==> src/hw/rtl/otrs_pkg.sv <==
// Package: shared constants and divider channel types for the trimmed statistics block.
`timescale 1ns / 1ps
package otrs_pkg;
   localparam int OTRS_SLOTS     = 4;
   localparam int OTRS_COST_BITS = 32;
   localparam int DVD_BITS       = 64;
   localparam int DVS_BITS       = 32;

   typedef struct packed {
      logic                start;
      logic [DVD_BITS-1:0] dividend;
      logic [DVS_BITS-1:0] divisor;
   } div_req_type;

   typedef struct packed {
      logic                done;
      logic [DVD_BITS-1:0] quotient;
   } div_rsp_type;
endpackage

==> src/hw/rtl/otrs_cell.sv <==
// Module: one slot of the sorted list of largest samples.
`timescale 1ns / 1ps
module otrs_cell #(
   parameter int W = 32
) (
   input  logic         clock,
   input  logic         reset,
   input  logic         load,
   input  logic [W-1:0] sample,
   input  logic [W-1:0] upper,
   output logic [W-1:0] value
);
   logic [W-1:0] slot_ff, slot_in, hi;

   // clamp the new sample between own value and the upper neighbour
   always_comb begin
      hi      = (sample >= slot_ff) ? sample : slot_ff;
      slot_in = (hi >= upper) ? upper : hi;
   end

   always_ff @(posedge clock) begin
      if (reset) begin
         slot_ff <= '0;
      end else if (load) begin
         slot_ff <= slot_in;
      end
   end

   assign value = slot_ff;
endmodule

==> src/hw/rtl/otrs_div.sv <==
// Module: restoring serial divider, one quotient bit per cycle.
`timescale 1ns / 1ps
module otrs_div (
   input  logic                 clock,
   input  logic                 reset,
   input  otrs_pkg::div_req_type req,
   output otrs_pkg::div_rsp_type rsp
);
   import otrs_pkg::*;

   logic [DVD_BITS-1:0] quo_ff, quo_in;
   logic [DVS_BITS-1:0] rem_ff, rem_in;
   logic [DVS_BITS-1:0] dvs_ff;
   logic [5:0]          cnt_ff;
   logic                busy_ff, done_ff;
   logic [DVS_BITS:0]   trial;

   always_comb begin
      trial  = {rem_ff, quo_ff[DVD_BITS-1]};
      quo_in = {quo_ff[DVD_BITS-2:0], 1'b0};
      rem_in = trial[DVS_BITS-1:0];
      if (trial >= {1'b0, dvs_ff}) begin
         rem_in    = DVS_BITS'(trial - {1'b0, dvs_ff});
         quo_in[0] = 1'b1;
      end
   end

   always_ff @(posedge clock) begin
      if (reset) begin
         busy_ff <= 1'b0;
         done_ff <= 1'b0;
         cnt_ff  <= '0;
      end else begin
         done_ff <= 1'b0;
         if (req.start) begin
            busy_ff <= 1'b1;
            cnt_ff  <= '0;
         end else if (busy_ff) begin
            cnt_ff <= cnt_ff + 6'd1;
            if (cnt_ff == 6'd63) begin
               busy_ff <= 1'b0;
               done_ff <= 1'b1;
            end
         end
      end
   end

   always_ff @(posedge clock) begin
      if (req.start) begin
         quo_ff <= req.dividend;
         rem_ff <= '0;
         dvs_ff <= req.divisor;
      end else if (busy_ff) begin
         quo_ff <= quo_in;
         rem_ff <= rem_in;
      end
   end

   assign rsp.done     = done_ff;
   assign rsp.quotient = quo_ff;
endmodule

==> src/hw/rtl/outlier_trimmed_running_stats.sv <==
// Top level: outlier-trimmed running mean and variance of cost samples.
//
// Input channel req_*: one cost sample per item. Result channel rsp_*: one
// result item per input item, in order: count, Q32.16 mean, Q48.16 sample
// variance, empty flag and sticky count-overflow flag.
// The largest OUTLIER_SLOTS samples are held back in a row of cells; only the
// value that drops out of that row is folded into the statistics.
// Steps: S_IDLE, S_VST, S_OUT while at most one sample has been folded; the
// variance division S_VDIV runs before S_OUT once more have; an item that
// folds into an existing mean first adds the mean division S_MDIV and the
// multiply/accumulate steps S_MUL and S_ACC. One item is in work at a time.
// req_stall is high while an item is in work. A finished result sits in the
// output register until taken; a new item may be accepted meanwhile, and its
// result is held back until the previous one has gone.
// Reset (synchronous) empties the slots and clears count, mean, sum and the
// overflow flag.
`timescale 1ns / 1ps
module outlier_trimmed_running_stats #(
   parameter int OUTLIER_SLOTS = otrs_pkg::OTRS_SLOTS,
   parameter int COST_BITS     = otrs_pkg::OTRS_COST_BITS
) (
   input  logic        clock,
   input  logic        reset,
   input  logic        req_valid,
   output logic        req_stall,
   input  logic [31:0] req_cost_sample,
   output logic        rsp_valid,
   input  logic        rsp_stall,
   output logic [31:0] rsp_sample_count,
   output logic [47:0] rsp_mean_value,
   output logic [63:0] rsp_variance_value,
   output logic        rsp_stats_empty,
   output logic        rsp_count_overflow
);
   import otrs_pkg::*;

   localparam logic [2:0] S_IDLE = 3'd0;
   localparam logic [2:0] S_MDIV = 3'd1;
   localparam logic [2:0] S_MUL  = 3'd2;
   localparam logic [2:0] S_ACC  = 3'd3;
   localparam logic [2:0] S_VST  = 3'd4;
   localparam logic [2:0] S_VDIV = 3'd5;
   localparam logic [2:0] S_OUT  = 3'd6;

   logic [2:0]  state_ff;
   logic [31:0] count_ff;
   logic [47:0] mean_ff, xq_ff, dabs_ff, b_ff;
   logic [63:0] sum_ff, var_ff;
   logic [95:0] acc_ff;
   logic [1:0]  k_ff;
   logic        dneg_ff, ovf_ff, rsp_valid_ff;

   logic [COST_BITS-1:0] sample;
   logic [COST_BITS-1:0] slot [OUTLIER_SLOTS];
   logic [COST_BITS-1:0] evicted;
   logic                 accept, displace;
   logic [47:0] xq, mnew, q48, eabs, dabs;
   logic [48:0] d, e;
   logic [63:0] pp, inc;
   logic [95:0] pp_sh;
   logic [64:0] sum_add;
   div_req_type dreq;
   div_rsp_type drsp;

   assign accept   = req_valid && !req_stall;
   assign req_stall = (state_ff != S_IDLE);
   assign sample   = req_cost_sample[COST_BITS-1:0];
   assign displace = accept && (sample >= slot[0]);
   assign evicted  = (sample >= slot[0]) ? slot[0] : sample;

   for (genvar i = 0; i < OUTLIER_SLOTS; i++) begin : g_cell
      logic [COST_BITS-1:0] up;
      if (i == OUTLIER_SLOTS - 1) begin : g_top
         assign up = '1;
      end else begin : g_mid
         assign up = slot[i+1];
      end
      otrs_cell #(.W(COST_BITS)) u_cell (
         .clock (clock),
         .reset (reset),
         .load  (displace),
         .sample(sample),
         .upper (up),
         .value (slot[i])
      );
   end

   always_comb begin
      xq    = {32'(evicted), 16'h0000};
      d     = {1'b0, xq} - {1'b0, mean_ff};
      dabs  = d[48] ? 48'(-d) : d[47:0];
      q48   = drsp.quotient[47:0];
      mnew  = dneg_ff ? (mean_ff - q48) : (mean_ff + q48);
      e     = {1'b0, xq_ff} - {1'b0, mnew};
      eabs  = e[48] ? 48'(-e) : e[47:0];
      pp    = 64'(dabs_ff) * 64'(b_ff[15:0]);
      pp_sh = {32'h0, pp} << {k_ff, 4'h0};
      inc   = (acc_ff[95:80] != 16'h0) ? '1 : acc_ff[79:16];
      sum_add = {1'b0, sum_ff} + {1'b0, inc};
   end

   always_comb begin
      dreq = '0;
      if (state_ff == S_IDLE && accept && evicted != '0 && count_ff != '1
          && count_ff != '0) begin
         dreq.start    = 1'b1;
         dreq.dividend = 64'(dabs);
         dreq.divisor  = count_ff + 32'd1;
      end else if (state_ff == S_VST && count_ff > 32'd1) begin
         dreq.start    = 1'b1;
         dreq.dividend = sum_ff;
         dreq.divisor  = count_ff - 32'd1;
      end
   end

   otrs_div u_div (
      .clock(clock),
      .reset(reset),
      .req  (dreq),
      .rsp  (drsp)
   );

   always_ff @(posedge clock) begin
      if (reset) begin
         state_ff     <= S_IDLE;
         count_ff     <= '0;
         mean_ff      <= '0;
         sum_ff       <= '0;
         ovf_ff       <= 1'b0;
         rsp_valid_ff <= 1'b0;
      end else begin
         // hold until the previous item has left the output register
         if (state_ff == S_OUT && (!rsp_valid_ff || !rsp_stall)) begin
            rsp_valid_ff <= 1'b1;
         end else if (!rsp_stall) begin
            rsp_valid_ff <= 1'b0;
         end
         case (state_ff)
            S_IDLE: begin
               if (accept) begin
                  if (evicted != '0) begin
                     if (count_ff == '1) begin
                        ovf_ff   <= 1'b1;
                        state_ff <= S_VST;
                     end else begin
                        count_ff <= count_ff + 32'd1;
                        if (count_ff == '0) begin
                           mean_ff  <= xq;
                           sum_ff   <= '0;
                           state_ff <= S_VST;
                        end else begin
                           state_ff <= S_MDIV;
                        end
                     end
                  end else begin
                     state_ff <= S_VST;
                  end
               end
            end
            S_MDIV: begin
               if (drsp.done) begin
                  mean_ff  <= mnew;
                  state_ff <= S_MUL;
               end
            end
            S_MUL: begin
               if (k_ff == 2'd2) begin
                  state_ff <= S_ACC;
               end
            end
            S_ACC: begin
               sum_ff   <= sum_add[64] ? '1 : sum_add[63:0];
               state_ff <= S_VST;
            end
            S_VST: begin
               state_ff <= (count_ff > 32'd1) ? S_VDIV : S_OUT;
            end
            S_VDIV: begin
               if (drsp.done) begin
                  state_ff <= S_OUT;
               end
            end
            S_OUT: begin
               if (!rsp_valid_ff || !rsp_stall) begin
                  state_ff <= S_IDLE;
               end
            end
            default: state_ff <= S_IDLE;
         endcase
      end
   end

   always_ff @(posedge clock) begin
      if (state_ff == S_IDLE && accept) begin
         xq_ff   <= xq;
         dabs_ff <= dabs;
         dneg_ff <= d[48];
      end
      if (state_ff == S_MDIV && drsp.done) begin
         acc_ff <= '0;
         b_ff   <= eabs;
         k_ff   <= 2'd0;
      end
      if (state_ff == S_MUL) begin
         acc_ff <= acc_ff + pp_sh;
         b_ff   <= {16'h0000, b_ff[47:16]};
         k_ff   <= k_ff + 2'd1;
      end
      if (state_ff == S_VST) begin
         var_ff <= '0;
      end
      if (state_ff == S_VDIV && drsp.done) begin
         var_ff <= drsp.quotient;
      end
      if (state_ff == S_OUT && (!rsp_valid_ff || !rsp_stall)) begin
         rsp_sample_count   <= count_ff;
         rsp_mean_value     <= (count_ff != '0) ? mean_ff : '0;
         rsp_variance_value <= var_ff;
         rsp_stats_empty    <= (count_ff == '0);
         rsp_count_overflow <= ovf_ff;
      end
   end

   assign rsp_valid = rsp_valid_ff;
endmodule
==> config.mk <==
export PLATFORM = sky130hd
export DESIGN_NAME = outlier_trimmed_running_stats
export DESIGN_NICKNAME = d
export VERILOG_FILES = /design/src/hw/rtl/otrs_pkg.sv /design/src/hw/rtl/otrs_cell.sv /design/src/hw/rtl/otrs_div.sv /design/src/hw/rtl/outlier_trimmed_running_stats.sv
export SDC_FILE = /design/constraint.sdc
export NUM_CORES = 2
export LEC_CHECK = 0
export BUFFER_PORTS_ARGS = -buffer_cell sky130_fd_sc_hd__buf_2
export CAP_MARGIN = 20
export CORE_MARGIN = 5
export CORE_UTILIZATION = 25
export CTS_BUF_LIST = sky130_fd_sc_hd__clkbuf_2
export DETAILED_ROUTE_END_ITERATION = 16
export GPL_TIMING_DRIVEN = 0
export SYNTH_ARGS = -nofsm -noshare
export SYNTH_HDL_FRONTEND = slang
export SYNTH_SLANG_ARGS = --single-unit
==> constraint.sdc <==
create_clock -name clock -period 10.4 [get_ports clock]
set_input_delay 0 -clock clock [delete_from_list [all_inputs] [get_ports clock]]
set_output_delay 0 -clock clock [all_outputs]
set_load 0.05 [all_outputs]
# Yosys cells after proc, flatten, opt, wreduce, memory -nomap -nowiden
# Cells that the tools add are included.
totals:
  ff_bits: 850
  out_inout_bits: 148
  wordCells: 162
op_classes:
  n_addsub: 13
  mul: 1
  magnitude_cmp: 10
  n_eq_ne: 19
  shift: 1
  muxes: 55
  n_bitwise: 2
  reduce_logical: 32
op_table:
  columns: ["cell", "n"]
  rows:
  - ["2-to-1 mux 64 bit", 10]
  - ["2-to-1 mux 32 bit", 12]
  - ["2-to-1 mux 48 bit", 8]
  - [">= comparator 32 bit", 7]
  - ["2-to-1 mux 97 bit", 2]
  - ["2-to-1 mux 96 bit", 2]
  - ["one-hot mux 64 bit (2 select lines)", 1]
  - ["subtractor 48 x 48 -> 49 bit", 2]
  - ["adder 96 bit", 1]
  - ["negation 48 bit", 2]
  - ["one-hot mux 48 bit (2 select lines)", 1]
  - ["<< shifter 64 x 6 -> 96 bit", 1]
  - ["adder 64 x 64 -> 65 bit", 1]
  - ["multiplier 48 x 16 -> 64 bit", 1]
  - ["nonzero test 32 bit", 2]
  - ["adder 48 bit", 1]
  - ["subtractor 48 bit", 1]
  - [">= comparator 33 x 32 -> 1 bit", 1]
  - ["adder 32 x 1 -> 32 bit, second input constant", 1]
  - ["== test 32 bit, second input constant", 1]
  - [">= comparator 32 bit, second input constant", 1]
  - ["> comparator 32 x 1 -> 1 bit, second input constant", 1]
  - ["zero test 32 bit", 1]
  - ["!= test 32 bit, second input constant", 1]
  - ["28 further kinds", 71]

# Logic depth before layout (Yosys ltp)
depth:
  ltp_word: 9
  ltp_mapped: 47
  depth_no_buf: 44

# By module
# Synthesis repeated with hierarchy kept, for this count alone.
hier_totals:
  hier_cells: 10489
  hier_area_um2: 90458.0
modules_own_cells:
  columns: ["module", "n_inst", "cells_each", "area_each_um2", "seq_area_each_um2"]
  rows:
  - ["outlier_trimmed_running_stats", 1, 8165, 69122.5, 15945.3]
  - ["otrs_cell", 4, 413, 3500.9, 640.6]
  - ["otrs_div", 1, 672, 7332.0, 3683.5]

# Worst setup path after synthesis
# OpenSTA, ideal clock, no wires.
synth_path:
  path_type: "register -> register"
  start: "register b_ff[13]"
  end: "register acc_ff[85], data pin"
  setup_time_ns: 0.265
  arrival_ns: 10.127
  required_time_ns: 10.135
  path_slack_ns: 0.008
  stages_incl_launch_ff: 45
  synth_period_minus_slack_ns: 10.392
  path_cell_list: "edfxtp_1 -> clkbuf_1 -> clkbuf_1 -> nand2_1 -> fa_1 -> fa_1 -> inv_1 -> fa_1 -> fa_1 -> fa_1 -> inv_1 -> fa_1 -> inv_1 -> ha_1 -> a21o_1 -> a21o_1 -> a21o_1 -> a21o_1 -> [9 not listed] -> mux2i_1 -> mux2_2 -> ha_1 -> clkbuf_1 -> nand2_1 -> o21ai_0 -> a21o_1 -> a21oi_1 -> nor2b_1 -> o21ai_0 -> nand2b_1 -> a31oi_1 -> o41ai_1 -> a21oi_1 -> o21ai_0 -> nand2_1 -> mux2i_1 -> or3_1"
synth_via:
  elab_chain_len: 4
synth_lines:
  columns: ["element", "line", "text"]
  rows:
  - ["start, declared", "outlier_trimmed_running_stats.sv:47", "logic [47:0] mean_ff, xq_ff, dabs_ff, b_ff;"]
  - ["start signal, assigned", "outlier_trimmed_running_stats.sv:201", "b_ff <= eabs;"]
  - ["start signal, assigned", "outlier_trimmed_running_stats.sv:206", "b_ff <= {16'h0000, b_ff[47:16]};"]
  - ["multiplier 48 x 16 -> 64 bit", "outlier_trimmed_running_stats.sv:96", "pp = 64'(dabs_ff) * 64'(b_ff[15:0]);"]
  - ["<< shifter 64 x 6 -> 96 bit", "outlier_trimmed_running_stats.sv:97", "pp_sh = {32'h0, pp} << {k_ff, 4'h0};"]
  - ["adder 96 bit", "outlier_trimmed_running_stats.sv:205", "acc_ff <= acc_ff + pp_sh;"]
  - ["2-to-1 mux 96 bit", "outlier_trimmed_running_stats.sv:204", "if (state_ff == S_MUL) begin"]
  - ["end signal, assigned", "outlier_trimmed_running_stats.sv:205", null]
  - ["end, declared", "outlier_trimmed_running_stats.sv:49", "logic [95:0] acc_ff;"]
# Every way passes these cells.
# A chain may end at the register's enable or synchronous reset.

# Worst setup path in the final report
# Ends and elaborated chain as after synthesis.

==> impl_results.md <==
* Worst-path fanout max at 8
* Area Growth Syn to Fin at 18.90%
* Max stage delay cell, worst path: fa_1
* Post-synthesis area per instance at about 8.6 um2
* Slew Limit Fails at 0
* Post-route setup slack at -0.03641 ns
* Fin crit period at 10.44 ns
* Critical Path End Type: flip-flop
* Mapped cell area at 0.08586 mm2
* Vias after detailed routing at just under 80000
* Top FF cell, synth: edfxtp_1
* DRC Markers at 0
* Startpoint Class: flip-flop
* Largest net degree at the start of global routing at 82
* Routability Congestion at 0.9612
* Congestion Overflow GR at 0
* H-tree levels at 4
* CTS sink count at 850
* Max cap viols at 0
* Nets at 12134
* Failing checks: setup timing
* Crit Path Class: reg2reg
* Status: complete, but fails checks
* Number of top-level pins at 184
* Final setup fails at 2
* Initial antenna violation count at 27
* Worst-margin pin slew at 1.254 ns
* Finished Layout Cells at 15559
* Worst-Skew Late Latency at 1.90 ns
* Vias/cell at 5.049
* Core area at 0.3424 mm2
* Final WL at 343.2 mm
* Register area at ~0.022 mm2
* Post-synthesis register bit count at between 800 and 900
* Clock Tree Buf Depth at 4
* Area used by multi-input combinational logic at 0.06010 mm2
* Root buffer cell: clkbuf_2
* Worst reg2reg setup slack at -0.04 ns
* Cell count after placement at 14726
* Ratio of cells with drive above 1 in the final layout at 13.58%
* Syn nets at around 11000
* Post-route ant nets at 0
* Die H at roughly 600 um
* CTS Buf Count at between 200 and 250
* Initial Utilization at between 20% and 30%
* Vias in the first global route at roughly 77000
* DR pass1 iterations at 7
* CP Capture Point: acc_ff[85]
* Reg2reg end: acc_ff[85]
* Max Fclk at 95.82 MHz
* Die area at 0.3553 mm2
* Commonest non-fill, non-tap cell in the layout: nand2_1
* Final clock skew at 0.3500 ns
* Worst EP required at 11.73 ns
* Die W at 596.0 um
* Sequential area share after synthesis at 25.85%
* Async S/R FF share, synth at 0%
* First-pass GRT wire length at 502.2 mm
* DRT iter0 DRCs at 7623
* Data arrival, critical path at 11.76 ns
* RSZ-0062 raised after global routing: true
* CTS tree: yes
* Final Hold Vio Count at 0
* Most used cell, CP: fa_1
* Worst setup startpoint: b_ff[13]
* Crit-path max cell delay at 0.60 ns
* GRT Util Overall at approximately a fifth
* Number of I/O port buffers at 183
* Syn. warnings at 0
* Cell variety after synth at 98
* Reg2reg start: b_ff[13]
* Most frequent cells in the layout: nand2_1, inv_1, nor2_1
* Fill cells at 36389
* Reg2Reg Depth at 45
* Routed length per placed instance at 22.06 um
* HPWL after detailed placement at between 200 and 300 mm
* Post-route clock period utilization at 100.4%
* Hold/Removal Path Class: reg2reg
* Rel. slew slack at 16.37%
* Post-synth EDFFs at 517
* Clock-pin slew on the worst setup and hold paths at ~0.11 ns
* Post-synthesis cell count at 9952
* Site row count at ~220
[logic make-up after synthesis]
group	Yosys count	synth area share [%]
simple gates	3242	17.69
compound gates	2215	16.79
mux	218	2.646
xor+xnor	504	5.141
fa+ha+maj	1316	24.83
flops	850	25.85
buf+inv	1607	7.054
[worst min-delay path by stage]
stage / slack, ns / end / startpoint / cells after the start
2_1_floorplan: 0.15 / g_cell[3].u_cell.value[10] / req_cost_sample[10] / 2
3_3_place_gp: 0.40 / rsp_variance_value[5] / var_ff[5] / 0
3_5_place_dp: 0.40 / rsp_variance_value[17] / var_ff[17] / 0
4_1_cts: 0.29 / rsp_count_overflow / rsp_stall / 5
5_1_grt: 0.34 / rsp_sample_count[10] / count_ff[10] / 0
6_report: 0.25 / rsp_sample_count[10] / count_ff[10] / 0
[sequential cells by signal (all words and copies together) (netlist names), 32 cells and up]
name / flops
g_cell.u_cell.value: 128
rsp_variance_value: 64
count_ff: 32
var_ff: 64
acc_ff: 96
xq_ff: 32
rsp_sample_count: 32
u_div.quo_ff: 64
sum_ff: 64
dabs_ff: 48
b_ff: 48
u_div.rem_ff: 32
rsp_mean_value: 48
mean_ff: 48
u_div.dvs_ff: 32
[cells in the mapped netlist, types with 15 or more instances]
master     number  share of area, %
a211oi_1       77              0.67
a21boi_0       27              0.24
a21o_1        320               2.8
a21oi_1       640               3.7
a221oi_1       28              0.29
a22oi_1        48              0.42
a311oi_1       18              0.18
a31oi_1       105              0.77
a41o_1         36              0.42
a41oi_1        15              0.15
and2_1        358               2.6
and3_1         68              0.50
buf_1          23              0.10
clkbuf_1      489               2.1
dfxtp_1       333               7.8
edfxtp_1      517                18
fa_1          646                15
ha_1          670               9.8
inv_1        1079               4.7
mux2_2         72              0.94
mux2i_1       146               1.7
nand2_1      1252               5.5
nand2b_1       97              0.71
nand3_1       135              0.79
nand4_1       104              0.76
nor2_1        720               3.1
nor2b_1        81              0.59
nor3_1        163              0.95
nor4_1         51              0.37
o211a_1        18              0.21
o211ai_1       36              0.31
o21a_1         50              0.44
o21ai_0       411               2.4
o21bai_1       58              0.51
o22ai_1        46              0.34
o2bb2ai_1      43              0.44
o311ai_0       16              0.16
o31ai_1        36              0.31
o41ai_1        40              0.41
or2_2          88              0.64
or3_1          47              0.34
xnor2_1       337               3.4
xor2_1        167               1.7
[worst max-delay path, delay by kind of cell, from the launching register on]
| family | cells | cell delay, ns |
|---|---|---|
| adders and majority gates | 8 | 3.69 |
| AOI/OAI and AO/OA | 19 | 3.38 |
| buffers and inverters | 9 | 1.11 |
| and+or+nand+nor | 6 | 0.94 |
| DFF | 1 | 0.43 |
| muxes | 2 | 0.32 |
| xor gates and xnor gates | 1 | 0.18 |
[routing by layer]
metal	track usage, %	wire length, um	up-vias
met4	8.123	17880	8
li1	-	-	35880
met3	4.669	34540	700
met5	0	46	-
met2	28.37	146600	3539
met1	24.92	144200	38424
[per-stage QoR]
stage	utilization, %	hold slack, ns	setup slack [ns]	area, um2	TNS [ns]
finish	29.81	0.2464	-0.03641	102100	-0.04676
global route	29.81	0.3397	-0.3400	102100	-3.778
CTS	29.36	0.2937	-0.05661	100500	-0.05661
detailed placement	27.16	0.4045	-3.860	93010	-126.73
global placement	27.01	0.4007	-4.842	92480	-936.38
floorplan	-	0.1472	0.007724	85860	0
[final cells by class]
type                    instances  share of cell area [%]
clock buffers                 336                   1.647
well taps                    4557                   5.585
multi-input cells            7495                   58.86
repair buffers                618                   5.005
inverters                    1082                   3.989
flip-flops and latches        850                   21.74
plain buffers                 496                   2.537
clock inverters               109                  0.5968
diodes                         16                 0.03922
[what timing repair did]
item / in CTS / in global routing
endpoints found under the setup margin: 73 / 77
gates cloned: 2 / 1
setup buffers: 157 / 62
hold buffers: 177 / 0
endpoints found under the hold margin: 671 / 0
pin swaps: 129 / 150
resized for setup: 540 / 319
Power is not shown: default switching activity piles up to over one toggle a cycle in this logic, so the estimate is an artifact.
